<file path="src/design/lcalc_pkg.sv">
`default_nettype none
package lcalc_pkg;

    localparam int DEF_ENTRIES = 64;
    localparam int DEF_FRAC    = 16;
    localparam int COEF_BITS   = 24;
    localparam int CNT_W       = 16;
    localparam int LUX_W       = 27;
    localparam int BAND_W      = 3;
    localparam int KW          = 20;

    localparam logic [KW-1:0] K_B1_CH0 = 20'd510027;
    localparam logic [KW-1:0] K_B1_POW = 20'd1040187;
    localparam logic [KW-1:0] K_B2_CH0 = 20'd375810;
    localparam logic [KW-1:0] K_B2_CH1 = 20'd520094;
    localparam logic [KW-1:0] K_B3_CH0 = 20'd214748;
    localparam logic [KW-1:0] K_B3_CH1 = 20'd256691;
    localparam logic [KW-1:0] K_B4_CH0 = 20'd24495;
    localparam logic [KW-1:0] K_B4_CH1 = 20'd18790;

    localparam logic [BAND_W-1:0] BAND_ZERO = 3'd0;
    localparam logic [BAND_W-1:0] BAND_LOW  = 3'd1;
    localparam logic [BAND_W-1:0] BAND_MID  = 3'd2;
    localparam logic [BAND_W-1:0] BAND_HIGH = 3'd3;
    localparam logic [BAND_W-1:0] BAND_TOP  = 3'd4;
    localparam logic [BAND_W-1:0] BAND_OVER = 3'd5;

    localparam logic [LUX_W-1:0] LUX_MAX = {LUX_W{1'b1}};

    typedef struct packed {
        logic [CNT_W-1:0] broadband_count;
        logic [CNT_W-1:0] infrared_count;
    } sample_t;

    typedef struct packed {
        logic [LUX_W-1:0]  lux_value;
        logic [BAND_W-1:0] ratio_band;
    } result_t;

    typedef struct packed {
        logic [CNT_W-1:0]  c0;
        logic [CNT_W-1:0]  c1;
        logic [BAND_W-1:0] band;
    } side_t;

    // shift-subtract division, elaboration use only
    function automatic longint unsigned udiv(longint unsigned n, longint unsigned d);
        longint unsigned q;
        longint unsigned r;
        q = 0;
        r = 0;
        for (int k = 63; k >= 0; k--) begin
            r = (r << 1) | ((n >> k) & 64'd1);
            if (r >= d) begin
                r = r - d;
                q = q | (64'd1 << k);
            end
        end
        return q;
    endfunction

    function automatic longint unsigned fifth_root(longint unsigned n);
        longint unsigned lo;
        longint unsigned hi;
        longint unsigned m;
        lo = 0;
        hi = 4096;
        for (int k = 0; k < 14; k++) begin
            if (lo < hi) begin
                m = (lo + hi + 64'd1) >> 1;
                if (m * m * m * m * m <= n)
                    lo = m;
                else
                    hi = m - 64'd1;
            end
        end
        return lo;
    endfunction

    // x^1.4 at x = i / (2n), as x * (x^2)^(1/5)
    function automatic longint unsigned pow_entry(longint unsigned i, longint unsigned n,
                                                  int frac);
        longint unsigned b;
        longint unsigned q;
        longint unsigned y;
        b = 2 * n;
        q = udiv((i * i) << 40, b * b);
        y = fifth_root(q << 20);
        return udiv(((64'd1 << frac) * i) * y, b * 64'd4096);
    endfunction

endpackage
`default_nettype wire

</file>
<file path="src/design/lcalc_post.sv">
`default_nettype none
module lcalc_post #(
    parameter int POWER_TABLE_ENTRIES = lcalc_pkg::DEF_ENTRIES,
    parameter int FRACTION_BITS       = lcalc_pkg::DEF_FRAC
) (
    input  wire logic                   clk,
    input  wire logic                   rst_n,
    input  wire logic                   in_valid,
    input  wire lcalc_pkg::side_t       in_side,
    input  wire logic [FRACTION_BITS-1:0] quotient,
    output logic                        done,
    output lcalc_pkg::result_t          result
);
    localparam int F    = FRACTION_BITS;
    localparam int N    = POWER_TABLE_ENTRIES;
    localparam int CW   = lcalc_pkg::CNT_W;
    localparam int KW   = lcalc_pkg::KW;
    localparam int CB   = lcalc_pkg::COEF_BITS;
    localparam int LW   = lcalc_pkg::LUX_W;
    localparam int AW   = $clog2(N + 1);
    localparam int XW   = $clog2(2 * N + 1);
    localparam int PW   = F + XW;
    localparam int MW   = KW + CW;
    localparam int VW   = MW + F + 2;
    localparam int UW   = VW - CB;
    localparam logic [XW-1:0] POS_MULT = XW'(2 * N);
    localparam logic [XW-1:0] LAST_IDX = XW'(N);

    logic [F-1:0] tab [N+1];
    for (genvar g = 0; g <= N; g++) begin : g_tab
        assign tab[g] = F'(lcalc_pkg::pow_entry(longint'(g), longint'(N), F));
    end

    // stage 1: table lookup
    logic [PW-1:0] pos;
    logic [XW-1:0] idx;
    logic          last;
    logic [AW-1:0] ti;
    logic [F-1:0]  t0;
    logic [F-1:0]  t1;

    assign pos  = PW'(quotient) * PW'(POS_MULT);
    assign idx  = pos[PW-1:F];
    assign last = idx >= LAST_IDX;
    assign ti   = last ? AW'(N) : AW'(idx);
    assign t0   = tab[ti];
    assign t1   = last ? tab[AW'(N)] : tab[AW'(ti + AW'(1))];

    logic             v1_reg;
    lcalc_pkg::side_t s1_reg;
    logic [F-1:0]     t0_reg;
    logic [F-1:0]     d_reg;
    logic [F-1:0]     frac_reg;

    // stage 2: interpolation and coefficient products
    logic [2*F-1:0]  dprod;
    logic [F:0]      p_next;
    logic [KW-1:0]   ka;
    logic [KW-1:0]   kb;

    assign dprod  = d_reg * frac_reg;
    assign p_next = (F+1)'(t0_reg) + (F+1)'(dprod >> F);

    always_comb
    begin
        unique case (s1_reg.band)
            lcalc_pkg::BAND_MID:
            begin
                ka = lcalc_pkg::K_B2_CH0;
                kb = lcalc_pkg::K_B2_CH1;
            end
            lcalc_pkg::BAND_HIGH:
            begin
                ka = lcalc_pkg::K_B3_CH0;
                kb = lcalc_pkg::K_B3_CH1;
            end
            lcalc_pkg::BAND_TOP:
            begin
                ka = lcalc_pkg::K_B4_CH0;
                kb = lcalc_pkg::K_B4_CH1;
            end
            default:
            begin
                ka = '0;
                kb = '0;
            end
        endcase
    end

    logic             v2_reg;
    lcalc_pkg::side_t s2_reg;
    logic [F:0]       p_reg;
    logic [MW-1:0]    a1_reg;
    logic [MW-1:0]    la_reg;
    logic [MW-1:0]    lb_reg;

    // stage 3: CH0 * power term, linear difference
    logic             v3_reg;
    lcalc_pkg::side_t s3_reg;
    logic [CW+F:0]    cp_reg;
    logic signed [VW-1:0] a1s_reg;
    logic signed [VW-1:0] lin_reg;

    logic signed [MW:0] lin_diff;
    assign lin_diff = $signed({1'b0, la_reg}) - $signed({1'b0, lb_reg});

    // stage 4: final difference, clamp and saturate
    logic [KW+CW+F:0]     pw_term;
    logic signed [VW-1:0] v1;
    logic signed [VW-1:0] v;
    logic [UW-1:0]        u;
    lcalc_pkg::result_t   res_next;

    assign pw_term = (KW+CW+F+1)'(lcalc_pkg::K_B1_POW) * (KW+CW+F+1)'(cp_reg);
    assign v1      = a1s_reg - $signed(VW'(pw_term));
    assign u       = UW'(v >>> CB);

    always_comb
    begin
        unique case (s3_reg.band)
            lcalc_pkg::BAND_LOW:  v = v1;
            lcalc_pkg::BAND_MID,
            lcalc_pkg::BAND_HIGH,
            lcalc_pkg::BAND_TOP:  v = lin_reg;
            default:              v = '0;
        endcase
        res_next.ratio_band = s3_reg.band;
        if (v <= 0)
            res_next.lux_value = '0;
        else if (u > UW'(lcalc_pkg::LUX_MAX))
            res_next.lux_value = lcalc_pkg::LUX_MAX;
        else
            res_next.lux_value = LW'(u);
    end

    always_ff @(posedge clk or negedge rst_n)
    begin
        if (!rst_n)
        begin
            v1_reg <= 1'b0;
            v2_reg <= 1'b0;
            v3_reg <= 1'b0;
            done   <= 1'b0;
        end
        else
        begin
            v1_reg <= in_valid;
            v2_reg <= v1_reg;
            v3_reg <= v2_reg;
            done   <= v3_reg;
        end
    end

    always_ff @(posedge clk)
    begin
        s1_reg   <= in_side;
        t0_reg   <= t0;
        d_reg    <= (last || t1 < t0) ? '0 : F'(t1 - t0);
        frac_reg <= last ? '0 : pos[F-1:0];

        s2_reg   <= s1_reg;
        p_reg    <= p_next;
        a1_reg   <= MW'(lcalc_pkg::K_B1_CH0) * MW'(s1_reg.c0);
        la_reg   <= MW'(ka) * MW'(s1_reg.c0);
        lb_reg   <= MW'(kb) * MW'(s1_reg.c1);

        s3_reg   <= s2_reg;
        cp_reg   <= (CW+F+1)'(s2_reg.c0) * (CW+F+1)'(p_reg);
        a1s_reg  <= $signed(VW'(a1_reg) << F);
        lin_reg  <= $signed(VW'(lin_diff)) <<< F;

        result   <= res_next;
    end

endmodule
`default_nettype wire

</file>
<file path="config.mk">
export PLATFORM = sky130hd
export DESIGN_NAME = lcalc_post
export DESIGN_NICKNAME = d
export VERILOG_FILES = /design/src/design/lcalc_pkg.sv /design/src/design/lcalc_post.sv
export SDC_FILE = /design/constraint.sdc
export NUM_CORES = 2
export LEC_CHECK = 0
export ABC_AREA = 1
export BUFFER_PORTS_ARGS = -buffer_cell sky130_fd_sc_hd__clkbuf_2
export CAP_MARGIN = 15
export CORE_ASPECT_RATIO = 0.8
export CORE_MARGIN = 1
export CORE_UTILIZATION = 34
export CTS_BUF_LIST = sky130_fd_sc_hd__clkbuf_4
export DETAILED_ROUTE_END_ITERATION = 12
export HOLD_SLACK_MARGIN = 0.12
export SLEW_MARGIN = 20
export SYNTH_ARGS = -nofsm -noshare
export SYNTH_HDL_FRONTEND = slang
export SYNTH_SLANG_ARGS = --single-unit
</file>
<file path="constraint.sdc">
create_clock -name clk -period 6.1 [get_ports clk]
set_input_delay 1.22 -clock clk [delete_from_list [all_inputs] [get_ports clk]]
set_output_delay 1.22 -clock clk [all_outputs]
set_load 0.03 [all_outputs]
</file>
---- Word-level counts from Yosys, hierarchy flattened ----
Memory sizes are Yosys's and may differ from the RTL's.
Index checks and enable logic that the tools add are counted.
storage, ports and cells
  register bits after elaboration ......... 360
  bits in read-only memories .............. 4,096
  output and inout bits ................... 31
  memories kept ........................... 2
memory list
  name              words  width  read ports  clocked after Yosys merged registers in  wr ports  RTL line          RTL
  (name not given)  128    16     1           0                                        0         lcalc_post.sv:47  assign t1 = last ? tab[AW'(N)] : tab[AW'(ti + AW'(1))];
  (name not given)  128    16     1           0                                        0         lcalc_post.sv:46  assign t0 = tab[ti];
cells by class
  $add $sub $neg .......................... 5
  multipliers ............................. 6
  $lt $le $gt $ge ......................... 6
  equal/unequal tests ..................... 7
  multiplexer cells ....................... 10
  bitwise gates (word level) .............. 2
  reduce and logical (&&, ||, !) cells .... 2
operators by type and width
  kind                    count
  $pmux 19 s3             2
  $pmux 54 s2             1
  $mux 16                 5
  $le 54x1->1 const B     1
  $sub 51x53->54          1
  $mul 20x33->53 const A  1
  $sub 35x36->37          1
  $mul 20x16->36          1
  $mul 19x16->35          1
  $mul 19x16->35 const A  1
  $mul 16x17->33          1
  $gt 30x27->1 const B    1
  $mux 27                 1
  $mul 16x9->25           1
  $add 16x16->17          1
  $ge 8x8->1 const B      2
  $lt 16x16->1            1
  $not 7->8               2
  $sub 16x16->16          1
  $eq 3x2->1 const B      4
  $add 7x1->7 const B     1
  $ge 7x7->1 const B      1
  $mux 7                  1
  $eq 3x3->1 const B      2
  other kinds (3)         3

---- Logic depth before layout (Yosys ltp) ----
  depth in word-level cells ............... 10
  depth in mapped cells ................... 36

---- Worst setup path after synthesis ----
Ideal clock, no wire load.
  kind .................................... register -> register
  start ................................... register s1_reg[1] in the netlist's numbering
  end ..................................... register la_reg[29]
  setup time .............................. 0.120 ns
  arrival ................................. 6.336 ns
  required time ........................... 5.980 ns
  path slack .............................. -0.355 ns
  cell stages (with the launch flop) ...... 29
  path buffers ............................ 1
  cell sequence ........................... dfxtp_1 -> inv_1 -> nor2_1 -> nand2_1 -> nand2_1 -> inv_1 -> clkbuf_1 -> nor2_1 -> fa_1 -> fa_1 -> inv_1 -> fa_1 -> inv_1 -> fa_1 -> inv_1 -> fa_1 -> fa_1 -> inv_1 -> ha_1 -> a21oi_1 -> inv_1 -> a31oi_1 -> a21boi_0 -> o21ai_1 -> nand2_1 -> o21ai_1 -> nand2_1 -> nand2_1 -> xor2_1
on the way
  word-level cells in the longest chain between the ends .. 3
  elaborated cells between the ends (all ways) .. 5
  classes of those cells .................. mul (1); eq/ne (3); mux (1)
RTL lines
  element                                   RTL line           RTL
  from (decl)                               lcalc_post.sv:50   lcalc_pkg::side_t s1_reg;
  from (signal assigned)                    lcalc_post.sv:156  s1_reg <= in_side;
  $eq 3x3->1 or $eq 3x2->1 (tied branches)  lcalc_post.sv:66   unique case (s1_reg.band)
  $pmux 19 s3 *                             lcalc_post.sv:66
  $mul 19x16->35 *                          lcalc_post.sv:164  la_reg <= MW'(ka) * MW'(s1_reg.c0);
  to (signal assigned)                      lcalc_post.sv:164
  to (decl)                                 lcalc_post.sv:94   logic [MW-1:0] la_reg;
Every way passes the cells marked *; elsewhere a longest branch is shown, timed or not.
A chain may end at the register's enable or synchronous reset.

---- Final worst setup path ----
  start ................................... register cp_reg[8]
  end ..................................... register result[14] in the netlist's numbering
on the way
  word-level cells in the longest chain between the ends .. 5
  elaborated cells between the ends (all ways) .. 6
  classes of those cells .................. add/sub (1); mul (1); order compare (2); mux (2)
RTL lines
  element                 RTL line           RTL
  from (decl)             lcalc_post.sv:100  logic [CW+F:0] cp_reg;
  from (signal assigned)  lcalc_post.sv:168  cp_reg <= (CW+F+1)'(s2_reg.c0) * (CW+F+1)'(p_reg);
  $mul 20x33->53 *        lcalc_post.sv:114  assign pw_term = (KW+CW+F+1)'(lcalc_pkg::K_B1_POW) * (KW+CW+F+1)'(cp_reg);
  $sub 51x53->54 *        lcalc_post.sv:115  assign v1 = a1s_reg - $signed(VW'(pw_term));
  $pmux 54 s2 *           lcalc_post.sv:120  unique case (s3_reg.band)
  $gt 30x27->1            lcalc_post.sv:130  else if (u > UW'(lcalc_pkg::LUX_MAX))
  $mux 27                 lcalc_post.sv:130
  to (signal assigned)    lcalc_post.sv:172  result <= res_next;
  to (decl)               lcalc_post.sv:12   output lcalc_pkg::result_t result
Marks and branches as above.

==> run_results.csv <==
group,metric,value,unit
timing,fin_hold_ws,0.269,ns
detailed_routing,vias_per_cell,4.61,
synthesis,syn_area,67600,µm²
final_layout,layout.nets,11400,
detailed_routing,wl_per_cell,17.1,µm
synthesis,yosysUniqueCellTypes,62,
timing,maxSlewViolCount,0,
die,io_pins,85,
clock_network,cts.sinks,358,
global_routing,track_usage,20.8,%
synthesis,synth-edff-count,0,
place,post-dp-hpwl,177,mm
clock_network,cts_buffer_depth,3,
timing,period_needed,6.53,ns
place,dp.cells,11700,
detailed_routing,drc,0,
synthesis,synth_top_area_share,37.1,%
status,failed_checks,"setup timing",
timing,setup_ws,-0.427,ns
timing,rsz0062_at_grt,"true",
clock_network,cts_buffers,100,
place,place_ws,-0.636,ns
critical_path,critical_path.startpoint_type,"flip-flop",
synthesis,yosysWarnings,0,
synthesis,yosysMostFrequentCell,"inv_1",
final_layout,finish.cell_count_without_fillers,12000,
detailed_routing,num_vias,55300,
status,status,"finished, violations left",
timing,hold_violations,0,
synthesis,syn_nets,10300,
timing,clock_skew,0.205,ns
synthesis,async_reset_ff_share,1.12,%
place,routabilityCongestion,0.978,
synthesis,postSynthAreaPerCell,8.33,µm²
clock_network,clk_pin_slew,0.06,ns
clock_network,clk_latency,1.14,ns
detailed_routing,drtAntennaViolNets,0,
critical_path,cp.required,6.92,ns
global_routing,grt_pass1_wl,326,mm
die,die_y,401,µm
timing,finalCritPeriodShare,107,%
synthesis,netlist_instances,8115,
global_routing,grt_overflow,0,
final_layout,fillCellCount,19400,
detailed_routing,dr.pass1.iters,8,
timing,tightest_slew,0.728,ns
die,dieArea,201000,µm²
die,initial_core_util,34.2,%
clock_network,root_buffer,"clkbuf_4",
critical_path,crit_path_max_incr_delay,0.56,ns
global_routing,grt_pass1_vias,58900,
synthesis,synth.cells.most_frequent,"inv_1, nand2_1, fa_1",
detailed_routing,totalWireLength,205,mm
critical_path,worst_path_max_delay_cell,"fa_1",
die,num_rows,146,
global_routing,antenna_found_initial,10,
final_layout,largest_register_ffs,37,
synthesis,synth_area_leaders,"fa_1, ha_1, inv_1",
critical_path,reg2regPathDepth,28,
synthesis,yosys_register_bits,358,
clock_network,cts_tree,"built",
final_layout,finalCoreUtilization,43.1,%
min_path,hold_path.class,"in -> reg",
critical_path,critPathMaxFanout,11,
die,core_area,198000,µm²
min_path,hold-path-cell-count,1,
synthesis,ys.flop_type,"dfxtp_1",
clock_network,htree_levels,3,
synthesis,seq_area_frac_synth,10.6,%
critical_path,end_kind,"flip-flop",
final_layout,area_growth,26.0,%
critical_path,critPathArrivalTime,7.34,ns
die,die_x,501,µm
critical_path,worstSetupPathType,"reg -> reg",
final_layout,drive_gt1_share,23.6,%
job,maxCapViolCount,0,
critical_path,cpMostUsedCell,"fa_1",
global_routing,grt_max_degree,32,
place,io_buffers,84,
detailed_routing,drt-initial-drc-count,3656,
synthesis,synth_largest_area_cell,"fa_1",
timing,finalSetupViolCount,49,
timing,fmax,153,MHz
timing,slew_headroom,51.4,%
-- worst paths after layout --
path | startpoint | to | slack, ns
max in group asynchronous | rst_n | done | 5.48
setup / recovery | cp_reg[8] | result[14] | -0.43
setup reg to reg | cp_reg[8] | result[14] | -0.43
hold / removal | in_valid | v1_reg | 0.27
hold reg to reg | a1_reg[17] | a1s_reg[33] | 0.31
min in group asynchronous | rst_n | v1_reg | 0.50
-- cell usage in the layout (no fill, tap or decap), drive strengths merged, types with 17 or more instances in the layout --
cell type,instances
inv,2369
nand2,1339
fa,1253
buf,1059
ha,899
nor2,590
dfxtp,354
a21oi,305
clkbuf,209
o21ai,191
nand3,154
xor2,139
xnor2,65
a31oi,47
clkinv,47
nor3,35
nand4,31
dlygate4sd3,28
o21a,19
o211ai,19
a21boi,17
-- worst max-delay path: cells and delay by family, from the launching register on --
kind,cells,cell delay [ns]
compound gates,3,0.52
simple gates,12,1.18
buf+inv,5,0.55
flops,1,0.35
fa+ha+maj,8,3.77
-- per-stage QoR --
step | setup TNS (ns) | cell area, µm²
final | -13.92 | 85200
after global placement | -25.61 | 78300
after detailed placement | -27.11 | 78300
after CTS | -11.21 | 82900
after global routing | -25.95 | 85200
after floorplan | -0.0888 | 67800
-- cells by family (layout without fill, tap and decap cells) --
kind of cell	Yosys count	in the layout	share of synthesized area, %
buffers and inverters	2524	3727	14.1
AND/OR/NAND/NOR	2187	2187	13.0
adder cells (fa/ha/maj)	2152	2152	53.7
AO/OA/AOI/OAI	690	690	5.86
flip-flops	358	358	10.6
XOR/XNOR	204	204	2.64
other	0	13	0
-- what timing repair did --
action                                  4_1_cts  5_1_grt
endpoints found under the hold margin        31        0
resized for setup                           556      541
setup buffers                                71       64
pin swaps                                   211      315
endpoints found under the setup margin       78       83
cloned                                        2        1
hold buffers                                 28        0
-- layer usage --
| metal | part of all wire, % | track usage [%] | vias to the layer above | wire [µm] |
|---|---|---|---|---|
| met5 | 0.0059 | 0 | - | 12 |
| met4 | 2.0 | 4.37 | 2 | 4090 |
| met3 | 8.2 | 5.16 | 229 | 16800 |
| met2 | 43 | 31.3 | 1632 | 88400 |
| met1 | 47 | 29.9 | 27200 | 95700 |
| li1 | - | - | 26300 | - |
-- layout make-up --
cell class              instances  area, µm²  share of cell area [%]
multi-input cells            5233      54700                    64.2
repair buffers               1172       9300                    10.9
inverters                    2375       8960                    10.5
flip-flops and latches        358       7340                    8.61
well taps                    2664       3330                    3.91
clock buffers                 124        931                    1.09
clock inverters                56        598                   0.702
diodes                         13       32.5                  0.0382
Power is left out: the tool's default activity adds up to more than one toggle a clock period on the data nets, which glitch-free logic cannot reach.
