**config.mk**
```make
export PLATFORM = sky130hd
export DESIGN_NAME = lcalc_div
export DESIGN_NICKNAME = d
export VERILOG_FILES = /design/src/design/lcalc_pkg.sv /design/src/design/lcalc_div.sv
export SDC_FILE = /design/constraint.sdc
export NUM_CORES = 1
export LEC_CHECK = 0
export BUFFER_PORTS_ARGS = -buffer_cell sky130_fd_sc_hd__buf_4
export CAP_MARGIN = 20
export CORE_AREA = 2 2 253 255
export DETAILED_ROUTE_END_ITERATION = 10
export DIE_AREA = 0 0 255 257
export PLACE_DENSITY = 0.71
export SLEW_MARGIN = 5
export SYNTH_ARGS = -nofsm -noshare
export SYNTH_HDL_FRONTEND = slang
export SYNTH_SLANG_ARGS = --single-unit
```
**constraint.sdc**
```tcl
create_clock -name clk -period 7.95 [get_ports clk]
set_input_delay 1.59 -clock clk [delete_from_list [all_inputs] [get_ports clk]]
set_output_delay 1.59 -clock clk [all_outputs]
set_load 0.02 [all_outputs]
```
**src/design/lcalc_pkg.sv**
```systemverilog
`default_nettype none
package lcalc_pkg;

    localparam int DEF_ENTRIES = 64;
    localparam int DEF_FRAC    = 16;
    localparam int COEF_BITS   = 24;
    localparam int CNT_W       = 16;
    localparam int LUX_W       = 27;
    localparam int BAND_W      = 3;
    localparam int KW          = 20;

    localparam logic [KW-1:0] K_B1_CH0 = 20'd510027;
    localparam logic [KW-1:0] K_B1_POW = 20'd1040187;
    localparam logic [KW-1:0] K_B2_CH0 = 20'd375810;
    localparam logic [KW-1:0] K_B2_CH1 = 20'd520094;
    localparam logic [KW-1:0] K_B3_CH0 = 20'd214748;
    localparam logic [KW-1:0] K_B3_CH1 = 20'd256691;
    localparam logic [KW-1:0] K_B4_CH0 = 20'd24495;
    localparam logic [KW-1:0] K_B4_CH1 = 20'd18790;

    localparam logic [BAND_W-1:0] BAND_ZERO = 3'd0;
    localparam logic [BAND_W-1:0] BAND_LOW  = 3'd1;
    localparam logic [BAND_W-1:0] BAND_MID  = 3'd2;
    localparam logic [BAND_W-1:0] BAND_HIGH = 3'd3;
    localparam logic [BAND_W-1:0] BAND_TOP  = 3'd4;
    localparam logic [BAND_W-1:0] BAND_OVER = 3'd5;

    localparam logic [LUX_W-1:0] LUX_MAX = {LUX_W{1'b1}};

    typedef struct packed {
        logic [CNT_W-1:0] broadband_count;
        logic [CNT_W-1:0] infrared_count;
    } sample_t;

    typedef struct packed {
        logic [LUX_W-1:0]  lux_value;
        logic [BAND_W-1:0] ratio_band;
    } result_t;

    typedef struct packed {
        logic [CNT_W-1:0]  c0;
        logic [CNT_W-1:0]  c1;
        logic [BAND_W-1:0] band;
    } side_t;

    // shift-subtract division, elaboration use only
    function automatic longint unsigned udiv(longint unsigned n, longint unsigned d);
        longint unsigned q;
        longint unsigned r;
        q = 0;
        r = 0;
        for (int k = 63; k >= 0; k--) begin
            r = (r << 1) | ((n >> k) & 64'd1);
            if (r >= d) begin
                r = r - d;
                q = q | (64'd1 << k);
            end
        end
        return q;
    endfunction

    function automatic longint unsigned fifth_root(longint unsigned n);
        longint unsigned lo;
        longint unsigned hi;
        longint unsigned m;
        lo = 0;
        hi = 4096;
        for (int k = 0; k < 14; k++) begin
            if (lo < hi) begin
                m = (lo + hi + 64'd1) >> 1;
                if (m * m * m * m * m <= n)
                    lo = m;
                else
                    hi = m - 64'd1;
            end
        end
        return lo;
    endfunction

    // x^1.4 at x = i / (2n), as x * (x^2)^(1/5)
    function automatic longint unsigned pow_entry(longint unsigned i, longint unsigned n,
                                                  int frac);
        longint unsigned b;
        longint unsigned q;
        longint unsigned y;
        b = 2 * n;
        q = udiv((i * i) << 40, b * b);
        y = fifth_root(q << 20);
        return udiv(((64'd1 << frac) * i) * y, b * 64'd4096);
    endfunction

endpackage
`default_nettype wire

```
**src/design/lcalc_div.sv**
```systemverilog
`default_nettype none
module lcalc_div #(
    parameter int FRACTION_BITS = lcalc_pkg::DEF_FRAC
) (
    input  wire logic                         clk,
    input  wire logic                         rst_n,
    input  wire logic                         in_valid,
    input  wire lcalc_pkg::side_t             in_side,
    output logic                              out_valid,
    output lcalc_pkg::side_t                  out_side,
    output logic [FRACTION_BITS-1:0]          quotient
);
    localparam int CW = lcalc_pkg::CNT_W;
    localparam int F  = FRACTION_BITS;

    logic                  valid_reg [F+1];
    lcalc_pkg::side_t      side_reg  [F+1];
    logic [CW-1:0]         rem_reg   [F+1];
    logic [F-1:0]          quo_reg   [F+1];

    // stage 0 view of the incoming item; remainder starts at CH1
    always_comb
    begin
        valid_reg[0] = in_valid;
        side_reg[0]  = in_side;
        rem_reg[0]   = in_side.c1;
        quo_reg[0]   = '0;
    end

    for (genvar g = 0; g < F; g++) begin : g_stage
        logic [CW:0] trial;
        logic        ge;
        assign trial = {rem_reg[g], 1'b0};
        assign ge    = trial >= {1'b0, side_reg[g].c0};

        always_ff @(posedge clk or negedge rst_n)
        begin
            if (!rst_n)
                valid_reg[g+1] <= 1'b0;
            else
                valid_reg[g+1] <= valid_reg[g];
        end

        always_ff @(posedge clk)
        begin
            side_reg[g+1] <= side_reg[g];
            rem_reg[g+1]  <= ge ? CW'(trial - {1'b0, side_reg[g].c0}) : CW'(trial);
            quo_reg[g+1]  <= {quo_reg[g][F-2:0], ge};
        end
    end

    assign out_valid = valid_reg[F];
    assign out_side  = side_reg[F];
    assign quotient  = quo_reg[F];

endmodule
`default_nettype wire

```
; Word level (Yosys, flattened, before mapping)
; Index checks and enable logic that the tools add are counted.
[totals]
reg_bits = 952
latch_bits = 0
ram_bits = 0
romBits = 0
input_bits = 38
output_inout_bits = 52
n_memories = 0
[op_classes]
addsub = 15
mul = 0
div = 0
magnitude_cmp = 16
eq_ne = 0
shift = 0
mux = 15
n_bitwise = 0
n_reduce_logical = 0
[op_table]
columns = operator, n
row1 = $ge 17x16->1, 16
row2 = $mux 16, 15
row3 = $sub 16x16->16, 15

; Logic depth before layout (Yosys ltp)
; Gate-level depths: netlist of run 1.
[logic_depth]
depth_word = 2
depth_mapped = 12
ltp_nobuf = 11

; Least setup slack after synthesis of run 1
; OpenSTA, ideal clock, no wires.
[synth_path]
kind = input-to-reg
startpoint = input port in_side[22] (netlist bit)
endpoint = register rem_reg, in the netlist g_stage[1].trial[13]
setup_ns = 0.121
arrival_ns = 3.657
required_time_ns = 7.829
slack_ns = 4.172
path_stages = 10
n_path_buf = 1
path_cell_list = inv_1 ha_1 o21ai_0 a21oi_1 o21ai_0 a211oi_1 nor2_1 o21ai_1 clkbuf_1 mux2_2
[synth_via]
elab_chain_len = 2
word_cells_on_any_way = 3
[synth_lines]
columns = element, line_no
row1 = "start, declared", lcalc_div.sv:8  ; input wire lcalc_pkg::side_t in_side,
row2 = $sub 16x16->16 or $ge 17x16->1 (tied branches), "lcalc_div.sv:47, lcalc_div.sv:34"
row3 = $mux 16 (*), lcalc_div.sv:47  ; rem_reg[g+1] <= ge ? CW'(trial - {1'b0, side_reg[g].c0}) : CW'(trial);
row4 = "end signal, assigned by index", lcalc_div.sv:47
row5 = "end, declared", lcalc_div.sv:18  ; logic [CW-1:0] rem_reg [F+1];
; Every way passes the cells marked *; elsewhere a longest branch is shown, timed or not.
; A chain may end at the register's enable or synchronous reset.

; Worst setup path after layout of run 1
[layout_path]
startpoint = input port in_side[3] (netlist bit)
endpoint = register rem_reg, in the netlist g_stage[1].trial[13]
; Same word-level chain as after synthesis.

==> flow_summary.json, run 1 <==
{
  "dpl.cell_count": 3993,
  "die_h_um": 257,
  "die_area_um2": 65500,
  "grt_max_degree": 31,
  "nNetsFinal": 3551,
  "io_buffers": 89,
  "io_pins": 90,
  "final_util_pct": 61.8,
  "hold_violations": 0,
  "wirelength_um": 62300,
  "hpwlAfterDp_um": 46500,
  "synthAdderAreaFrac_pct": 10.2,
  "cts_buffers": 93,
  "fin_total_pwr_mw": 17.5,
  "crit_chain": "buf_4 -> inv_1 -> fa_1 -> nor2b_1 -> o31a_1 -> o21ai_0 -> a2111oi_0 -> o21ai_0 -> a211oi_1 -> xnor2_1 -> mux2_2",
  "cts_max_level": 3,
  "rsz0062_at_grt": "no",
  "synthToLayoutAreaGrowth_pct": 13.6,
  "row_count": 92,
  "async_flop_share_pct": 1.68,
  "post_cts_resized": 0,
  "ys_top_cells_by_area": "dfxtp_1 55%, ha_1 9.4%, mux2_2 3.7%",
  "yosys_warnings": 0,
  "critPathRequiredTime_ns": 8.51,
  "tritoncts": "built",
  "synth_top_family_by_area": "compound AO/OA/AOI/OAI gates",
  "fin_crit_ns": 3.53,
  "critPathMaxStageDelay_ns": 0.49,
  "gr-total-overflow": 0,
  "n_antenna_cell": 0,
  "met2_usage_pct": 33.1,
  "synthFlopType": "dfxtp_1",
  "synth_top_cell_by_area": "dfxtp_1",
  "drv_cap": 0,
  "synth-simple-area-share_pct": 8.42,
  "core-area_um2": 62700,
  "largest_register_ffs": 525,
  "final_cells": 4170,
  "gr-usage-all-layers_pct": 19.3,
  "start_util_pct": 54.4,
  "synth_top_area_share_pct": 54.9,
  "post_cts_buffers": 0,
  "synth.yosys.seq_area_share_pct": 56.1,
  "fmax_ghz": 0.283,
  "cts_root_buf": "clkbuf_16",
  "ys_seq_elements": 952,
  "synthMuxAreaShare_pct": 4.48,
  "relSlewSlack_pct": 31.8,
  "leakage_nw": 17.6,
  "cp-end-kind": "flip-flop",
  "grt_use_met1_pct": 24.8,
  "syn_nets": 3444,
  "die_w_um": 255,
  "critPathMaxFanout": 4,
  "via_per_inst": 5.19,
  "syn_inst": 3136,
  "crit_path_start_kind": "input port",
  "drv_slew": 0,
  "synth-xor-area-share_pct": 4.16,
  "wl_per_cell_um": 14.9,
  "grt_pass1_vias": 21697,
  "cts_sinks": 952,
  "clkTransAtPathRegs_ns": 0.06,
  "min_path_type": "reg2reg",
  "synth_edf_count": 0,
  "crit_type": "in2reg",
  "crit_arrival_ns": 4.09,
  "pwr-share-seq_pct": 37.1,
  "cp_top_family": "compound AO/OA/AOI/OAI gates",
  "slowest_stage": "a2111oi_0",
  "dr.pass1.iters": 5,
  "whs_ns": 0.312,
  "setup_violations": 0,
  "status": "finished, final reports clean",
  "drt_iter0_drc": 1149,
  "cp_common_cell": "o21ai_0",
  "drc": 0,
  "clkPwrFrac_pct": 26.1,
  "ant_nets": 0,
  "clock_latency_ns": 0.65,
  "num_vias": 21627,
  "finalSetupTns_ns": 0,
  "gr-usage-met3_pct": 3.00,
  "power.density_nw_per_um2": 451,
  "busiest_layer": "met2",
  "drive_gt1_share_pct": 12.2,
  "fin_skew_ns": 0.0440,
  "synth-compound-area-share_pct": 11.6,
  "grt_pass1_wl_um": 104000,
  "yosys-top-cells-count": "936 x dfxtp_1, 317 x inv_1, 255 x ha_1",
  "switching_share_pct": 33.2,
  "antenna_found_initial": 0,
  "synth.most_common_cell": "dfxtp_1",
  "ys_types": 74,
  "cts_buffer_depth": 3,
  "syn_area_um2": 34100,
  "cts-hold-fix-buffers": 0,
  "cp.buffers_inverters": 2,
  "pwr-share-comb_pct": 36.8,
  "tightest_slew_ns": 1.02,
  "fin_crit_sh_pct": 44.4,
  "p_sw_mw": 5.80,
  "place_congestion": 0.891,
  "syn_avg_cell_area_um2": 10.9,
  "reg2reg_slack_ns": 4.58,
  "ir_worst_vdd_uv": 219,
  "internal_power_mw": 11.7
}
## cells by family after synthesis
kind of cell,count (synthesis)
simple gates,604
compound gates,611
flops,952
buf+inv,402
mux,135
xor+xnor,162
fa+ha+maj,270
## per-stage QoR
| step | setup WS (ns) | area, um^2 |
|---|---|---|
| 2_1_floorplan | 4.17 | 34100 |
| 3_3_place_gp | 3.60 | 35400 |
| 3_5_place_dp | 3.52 | 35400 |
| 4_1_cts | 4.23 | 38700 |
| 5_1_grt | 4.27 | 38800 |
| 6_report | 4.42 | 38800 |
## cell usage in the layout, fill, tap and decap left out, types with 45 or more instances in the layout
cell type / synthesis / routed
a21o_1: 52 / 52
a21oi_1: 161 / 160
buf_4: 53 / 96
clkbuf_16: 0 / 93
dfxtp_1: 936 / 936
ha_1: 255 / 255
inv_1: 317 / 317
mux2_2: 113 / 113
nand2_1: 159 / 159
nor2_1: 173 / 173
nor3_1: 55 / 55
o21a_1: 45 / 45
o21ai_0: 154 / 154
xnor2_1: 100 / 100
xor2_1: 62 / 62
## worst paths after layout
| kind | start | to | cells after the start |
|---|---|---|---|
| max reg2reg | side_reg[475] | g_stage[4].trial[15] | 9 |
| min in group asynchronous | rst_n | valid_reg[15] | 1 |
| min | quo_reg[52] | quo_reg[37] | 0 |
| max in group asynchronous | rst_n | valid_reg[13] | 1 |
| max | in_side[3] | g_stage[1].trial[13] | 11 |
| min reg2reg | quo_reg[52] | quo_reg[37] | 0 |
## worst reg2reg max path, cell delays in order (launching register included)
cell      delay [ns]
dfxtp_1         0.38
inv_1           0.06
ha_1            0.32
a21oi_1         0.17
o22ai_1         0.15
o41ai_2         0.40
o211ai_1        0.27
o31ai_1         0.50
a21o_1          0.60
mux2_2          0.40
## metal layers
| metal | share of wire [%] | routed length (um) | vias up |
|---|---|---|---|
| met5 | 0 | 0 | - |
| met4 | 2.4 | 1510 | 0 |
| met3 | 4.5 | 2780 | 111 |
| met2 | 49 | 30300 | 445 |
| met1 | 44 | 27700 | 10190 |
| li1 | - | - | 10881 |
## cell type report
class,count,area [um^2]
fillers,4952,24000
flip-flops and latches,952,19100
multi-input cells,1782,13300
clock buffers,132,2710
inverters,317,1190
well taps,846,1060
repair buffers,97,736
clock inverters,44,638
## power groups by stage
stage / Sequential [mW] / Combinational, mW / Clock, mW
5_1_grt: 6.60 / 7.20 / 4.90
6_report: 6.48 / 6.43 / 4.57
2_1_floorplan: 6.35 / 5.19 / 0
4_1_cts: 6.50 / 6.41 / 4.68
3_5_place_dp: 6.60 / 6.34 / 0
3_3_place_gp: 6.58 / 6.13 / 0
No activity file was read; power rests on OpenSTA's default activity.
==> inputs of run 2 (changes only) <==
PLACE_DENSITY = 0.74   (was 0.71)
clock period = 2.88 ns   (was 7.95 ns; I/O delays follow)
==> flow_summary.json, run 2 (synthesized netlist as in run 1, its figures left out) <==
{
  "cts_root_buf": "clkbuf_16",
  "antenna_found_initial": 0,
  "largest_register_ffs": 525,
  "crit_type": "reg2reg",
  "fin_skew_ns": 0.0450,
  "synthToLayoutAreaGrowth_pct": 18.6,
  "crit_arrival_ns": 3.39,
  "final_cell_mix": "927 x dfxtp_1, 314 x inv_1, 243 x ha_1",
  "gr-total-overflow": 0,
  "ir_worst_vdd_uv": 623,
  "crit_chain": "inv_2 -> ha_4 -> nor2b_4 -> o31a_1 -> o31a_1 -> o41ai_4 -> o31ai_2 -> a211oi_2 -> buf_4 -> o21ai_4 -> mux2_4",
  "cp_top_family": "compound AO/OA/AOI/OAI gates",
  "fin_crit_ns": 2.85,
  "multi_input_area_um2": 13700,
  "min-delay-start": "in_side[14]",
  "cp-startpoint": "side_reg[545]",
  "relSlewSlack_pct": 18.2,
  "whs_ns": 0.0441,
  "cts_sinks": 952,
  "drc": 0,
  "clock_latency_ns": 0.66,
  "power.density_nw_per_um2": 1260,
  "critPathRequiredTime_ns": 3.42,
  "hold_violations": 0,
  "drv_slew": 0,
  "fin_crit_sh_pct": 98.9,
  "critPathMaxFanout": 5,
  "die_area_um2": 65500,
  "drv_cap": 0,
  "cp_common_cell": "o31a_1",
  "via_per_inst": 5.17,
  "dr.pass1.iters": 7,
  "cts_buffers": 92,
  "core-area_um2": 62700,
  "place_area_um2": 36200,
  "io_pins": 90,
  "tritoncts": "built",
  "leakage_nw": 18.3,
  "layout_commonest_cell": "dfxtp_1",
  "hpwlAfterDp_um": 48000,
  "crit_path_start_kind": "flip-flop",
  "drive_gt1_share_pct": 16.8,
  "clkTransAtPathRegs_ns": 0.06,
  "design_area_um2": 40500,
  "critPathMaxStageDelay_ns": 0.37,
  "start_util_pct": 54.4,
  "cts_buffer_depth": 3,
  "grt_pass1_vias": 22903,
  "die_w_um": 255,
  "cp-end-kind": "flip-flop",
  "rsz0062_at_grt": "yes",
  "grt_pass1_wl_um": 110000,
  "wl_per_cell_um": 15.7,
  "final-seq-area_um2": 19100,
  "drt_iter0_drc": 1200,
  "wirelength_um": 67900,
  "place_congestion": 0.895,
  "num_vias": 22327,
  "n_antenna_cell": 0,
  "timing.rr.start": "side_reg[545]",
  "grt_max_degree": 28,
  "cts_max_level": 3,
  "cp.buffers_inverters": 2,
  "slowest_stage": "o31a_1",
  "row_count": 92,
  "nNetsFinal": 3700,
  "gr-usage-all-layers_pct": 20.6,
  "ant_nets": 0,
  "die_h_um": 257,
  "num-fill-cells": 4741,
  "io_buffers": 89,
  "fmax_ghz": 0.351,
  "min_path_type": "in2reg",
  "status": "finished, final reports clean",
  "tightest_slew_ns": 1.22,
  "setup_violations": 0
}
## run 2: cell count changes in the layout (fill, tap and decap cells not counted), sizes merged
cell         delta
buf           +121
dlygate4sd3    +25
clkinvlp        -1
clkinv          +1
o21ai           +2
inv             +3
clkbuf          -4
## run 2: area by class of cell
type                    instances  area share, %
inverters                     317           2.95
multi-input cells            1784           33.9
flip-flops and latches        952           47.3
repair buffers                245           5.08
clock buffers                 126           6.51
well taps                     846           2.62
clock inverters                47           1.62
## run 2: worst paths after layout
path                                         to  slack (ns)  cells past startpoint
setup / recovery           g_stage[2].trial[13]        0.03                     11
setup reg to reg           g_stage[2].trial[13]        0.03                     11
hold reg to reg                     quo_reg[33]        0.31                      0
hold / removal                    side_reg[539]        0.04                      1
max in group asynchronous         valid_reg[10]        2.34                      2
min in group asynchronous         valid_reg[14]        0.35                      2
## run 2: repair_timing
| item | CTS | global route |
|---|---|---|
| setup endpoints to repair | 54 | 169 |
| gates resized for setup | 14 | 73 |
| buffers inserted | 11 | 16 |
| hold endpoints to repair | 40 | 0 |
| hold buffers | 25 | 0 |
| pin swaps | 8 | 29 |
| gates cloned | 1 | 3 |
## run 2: report_power, final
part           internal [mW]  switching (mW)
Combinational           10.0            10.3
Clock                   7.34            5.19
Sequential              16.4            1.57
Total                   33.8            17.1
## run 2: per-stage QoR
stage	setup TNS (ns)	utilization, %	worst slack (ns)	total power, mW	instances
floorplan	0	-	0.0522	31.9	3136
global placement	-0.134	57.7	-0.100	36.2	4088
detailed placement	-2.24	57.7	-0.156	36.9	4088
CTS	0	63.6	0.00116	50.1	4298
global route	-1.01	64.5	-0.0746	54.2	4317
finish	0	64.5	0.0322	50.9	4317
## run 2: worst reg2reg max path, stage by stage (launching register included)
cell and delay, ns:
dfxtp_2 0.33, inv_2 0.04, ha_4 0.21, nor2b_4 0.12, o31a_1 0.33, o31a_1 0.37
o41ai_4 0.27, o31ai_2 0.13, a211oi_2 0.22, buf_4 0.20, o21ai_4 0.12, mux2_4 0.37
## run 2: metal layers
metal	GRT usage, %	up-vias	part of all wire, %
li1	-	11165	-
met1	25.1	10578	43
met2	36.7	438	50
met3	3.03	146	3.9
met4	7.13	0	2.7
met5	0	-	0
==> inputs of run 3 (changes only) <==
PLACE_DENSITY = 0.71   (was 0.74)
clock period = 3.6 ns   (was 2.88 ns; I/O delays follow)
==> flow_summary.json, run 3 (synthesized netlist as in run 1, its figures left out) <==
{
  "grt_pass1_wl_um": 103000,
  "finalSetupTns_ns": 0,
  "io_pins": 90,
  "tritoncts": "built",
  "final_cell_mix": "936 x dfxtp_1, 317 x inv_1, 255 x ha_1",
  "n_antenna_cell": 0,
  "grt_max_degree": 31,
  "largest_register_ffs": 525,
  "p_sw_mw": 12.8,
  "io_buffers": 89,
  "synthToLayoutAreaGrowth_pct": 13.0,
  "power.density_nw_per_um2": 989,
  "row_count": 92,
  "start_util_pct": 54.4,
  "place_ws_ns": 0.282,
  "multi_input_area_um2": 13300,
  "die_area_um2": 65500,
  "layout_commonest_cell": "dfxtp_1",
  "min_path_type": "in2reg",
  "hpwlAfterDp_um": 46700,
  "rsz0062_at_grt": "no",
  "die_w_um": 255,
  "clkPwrFrac_pct": 24.7,
  "crit_arrival_ns": 3.97,
  "fin_crit_ns": 3.42,
  "relSlewSlack_pct": 45.1,
  "pwr-share-seq_pct": 37.6,
  "post_cts_buffers": 0,
  "via_per_inst": 5.19,
  "ant_nets": 0,
  "wirelength_um": 62300,
  "antenna_found_initial": 1,
  "cts_max_level": 3,
  "fin_crit_sh_pct": 95.0,
  "fmax_ghz": 0.293,
  "drc": 0,
  "num_vias": 21640,
  "dr.pass1.iters": 5,
  "die_h_um": 257,
  "setup_slack_ns": 0.182,
  "switching_share_pct": 33.6,
  "leakage_nw": 17.5,
  "fin_total_pwr_mw": 38.1,
  "drive_gt1_share_pct": 12.2,
  "clkTransAtPathRegs_ns": 0.06,
  "hold_violations": 0,
  "grt_pass1_vias": 21544,
  "pwr-share-comb_pct": 37.7,
  "nNetsFinal": 3561,
  "final-seq-area_um2": 19100,
  "status": "finished, final reports clean",
  "wl_per_cell_um": 15.0,
  "internal_power_mw": 25.3,
  "critPathMaxFanout": 15,
  "ir_worst_vdd_uv": 510,
  "drv_cap": 0,
  "num-fill-cells": 5029,
  "drt_iter0_drc": 1157,
  "crit_path_start_kind": "flip-flop",
  "cts_buffers": 91,
  "core-area_um2": 62700,
  "clock_latency_ns": 0.66,
  "setup_violations": 0,
  "gr-total-overflow": 0,
  "gr-usage-all-layers_pct": 19.1,
  "cp-end-kind": "flip-flop",
  "drv_slew": 0,
  "crit_type": "reg2reg",
  "tightest_slew_ns": 0.802,
  "fin_skew_ns": 0.0465,
  "cts_buffer_depth": 3,
  "cts_root_buf": "clkbuf_16",
  "critPathRequiredTime_ns": 4.15,
  "cts_sinks": 952,
  "place_congestion": 0.890
}
-- run 3: cell types whose count changed in the layout (fill, tap and decap cells not counted), moves of 7 or more --
cell and change:
buf_4 -98, ha_4 -11, ha_1 +12, dlygate4sd3_1 -24, dfxtp_2 -9, buf_12 -8
dfxtp_1 +9, o31ai_1 +7, a21oi_1 +7
-- run 3: per-layer routing --
metal	global-route usage (%)	routed length, um	up-vias
met1	24.2	28000	10212
met4	6.82	1440	0
met2	32.7	30200	448
met5	0	0	-
met3	3.17	2700	108
li1	-	-	10872
-- run 3: final timing paths --
path / startpoint / endpoint / slack [ns] / depth (start not counted)
hold / removal: in_side[0] / side_reg[525] / 0.16 / 1
min in group asynchronous: rst_n / valid_reg[14] / 0.46 / 2
hold reg to reg: quo_reg[52] / quo_reg[37] / 0.30 / 0
setup / recovery: side_reg[477] / g_stage[4].trial[4] / 0.18 / 9
max in group asynchronous: rst_n / valid_reg[2] / 2.97 / 2
setup reg to reg: side_reg[477] / g_stage[4].trial[4] / 0.18 / 9
-- run 3: through the flow --
step / std cells / cell area (um^2) / util [%] / hold slack, ns
2_1_floorplan: 3136 / 34100 / - / 0.310
3_3_place_gp: 4004 / 35500 / 56.5 / 0.310
3_5_place_dp: 4004 / 35500 / 56.5 / 0.312
4_1_cts: 4167 / 38600 / 61.5 / 0.115
5_1_grt: 4168 / 38600 / 61.5 / 0.129
6_report: 4168 / 38600 / 61.5 / 0.163
-- run 3: worst max-delay path: stages (launching register included) --
cell and delay, ns:
dfxtp_1 0.34, inv_1 0.05, ha_1 0.36, a21oi_1 0.17, o22ai_1 0.13, o41ai_2 0.45
o211ai_1 0.31, o31ai_1 0.50, a21o_1 0.59, mux2_2 0.40
-- run 3: power groups by stage --
stage	logic (mW)	clock network, mW	registers, mW
after floorplan	11.5	0	14.0
after global placement	13.7	0	14.6
after detailed placement	14.2	0	14.6
after CTS	14.3	9.71	14.4
after global routing	16.0	10.1	14.6
final	14.4	9.44	14.3
-- run 3: cell type report --
type | count | share of cell area (%)
flip-flops and latches | 952 | 49.6
multi-input cells | 1782 | 34.4
clock buffers | 125 | 6.75
inverters | 317 | 3.09
well taps | 846 | 2.74
repair buffers | 109 | 2.15
clock inverters | 37 | 1.21
-- run 3: repair_timing --
action	in CTS	in global routing
resized for setup	0	0
endpoints found under the setup margin	0	0
hold endpoints to repair	16	0
hold buffers	1	0
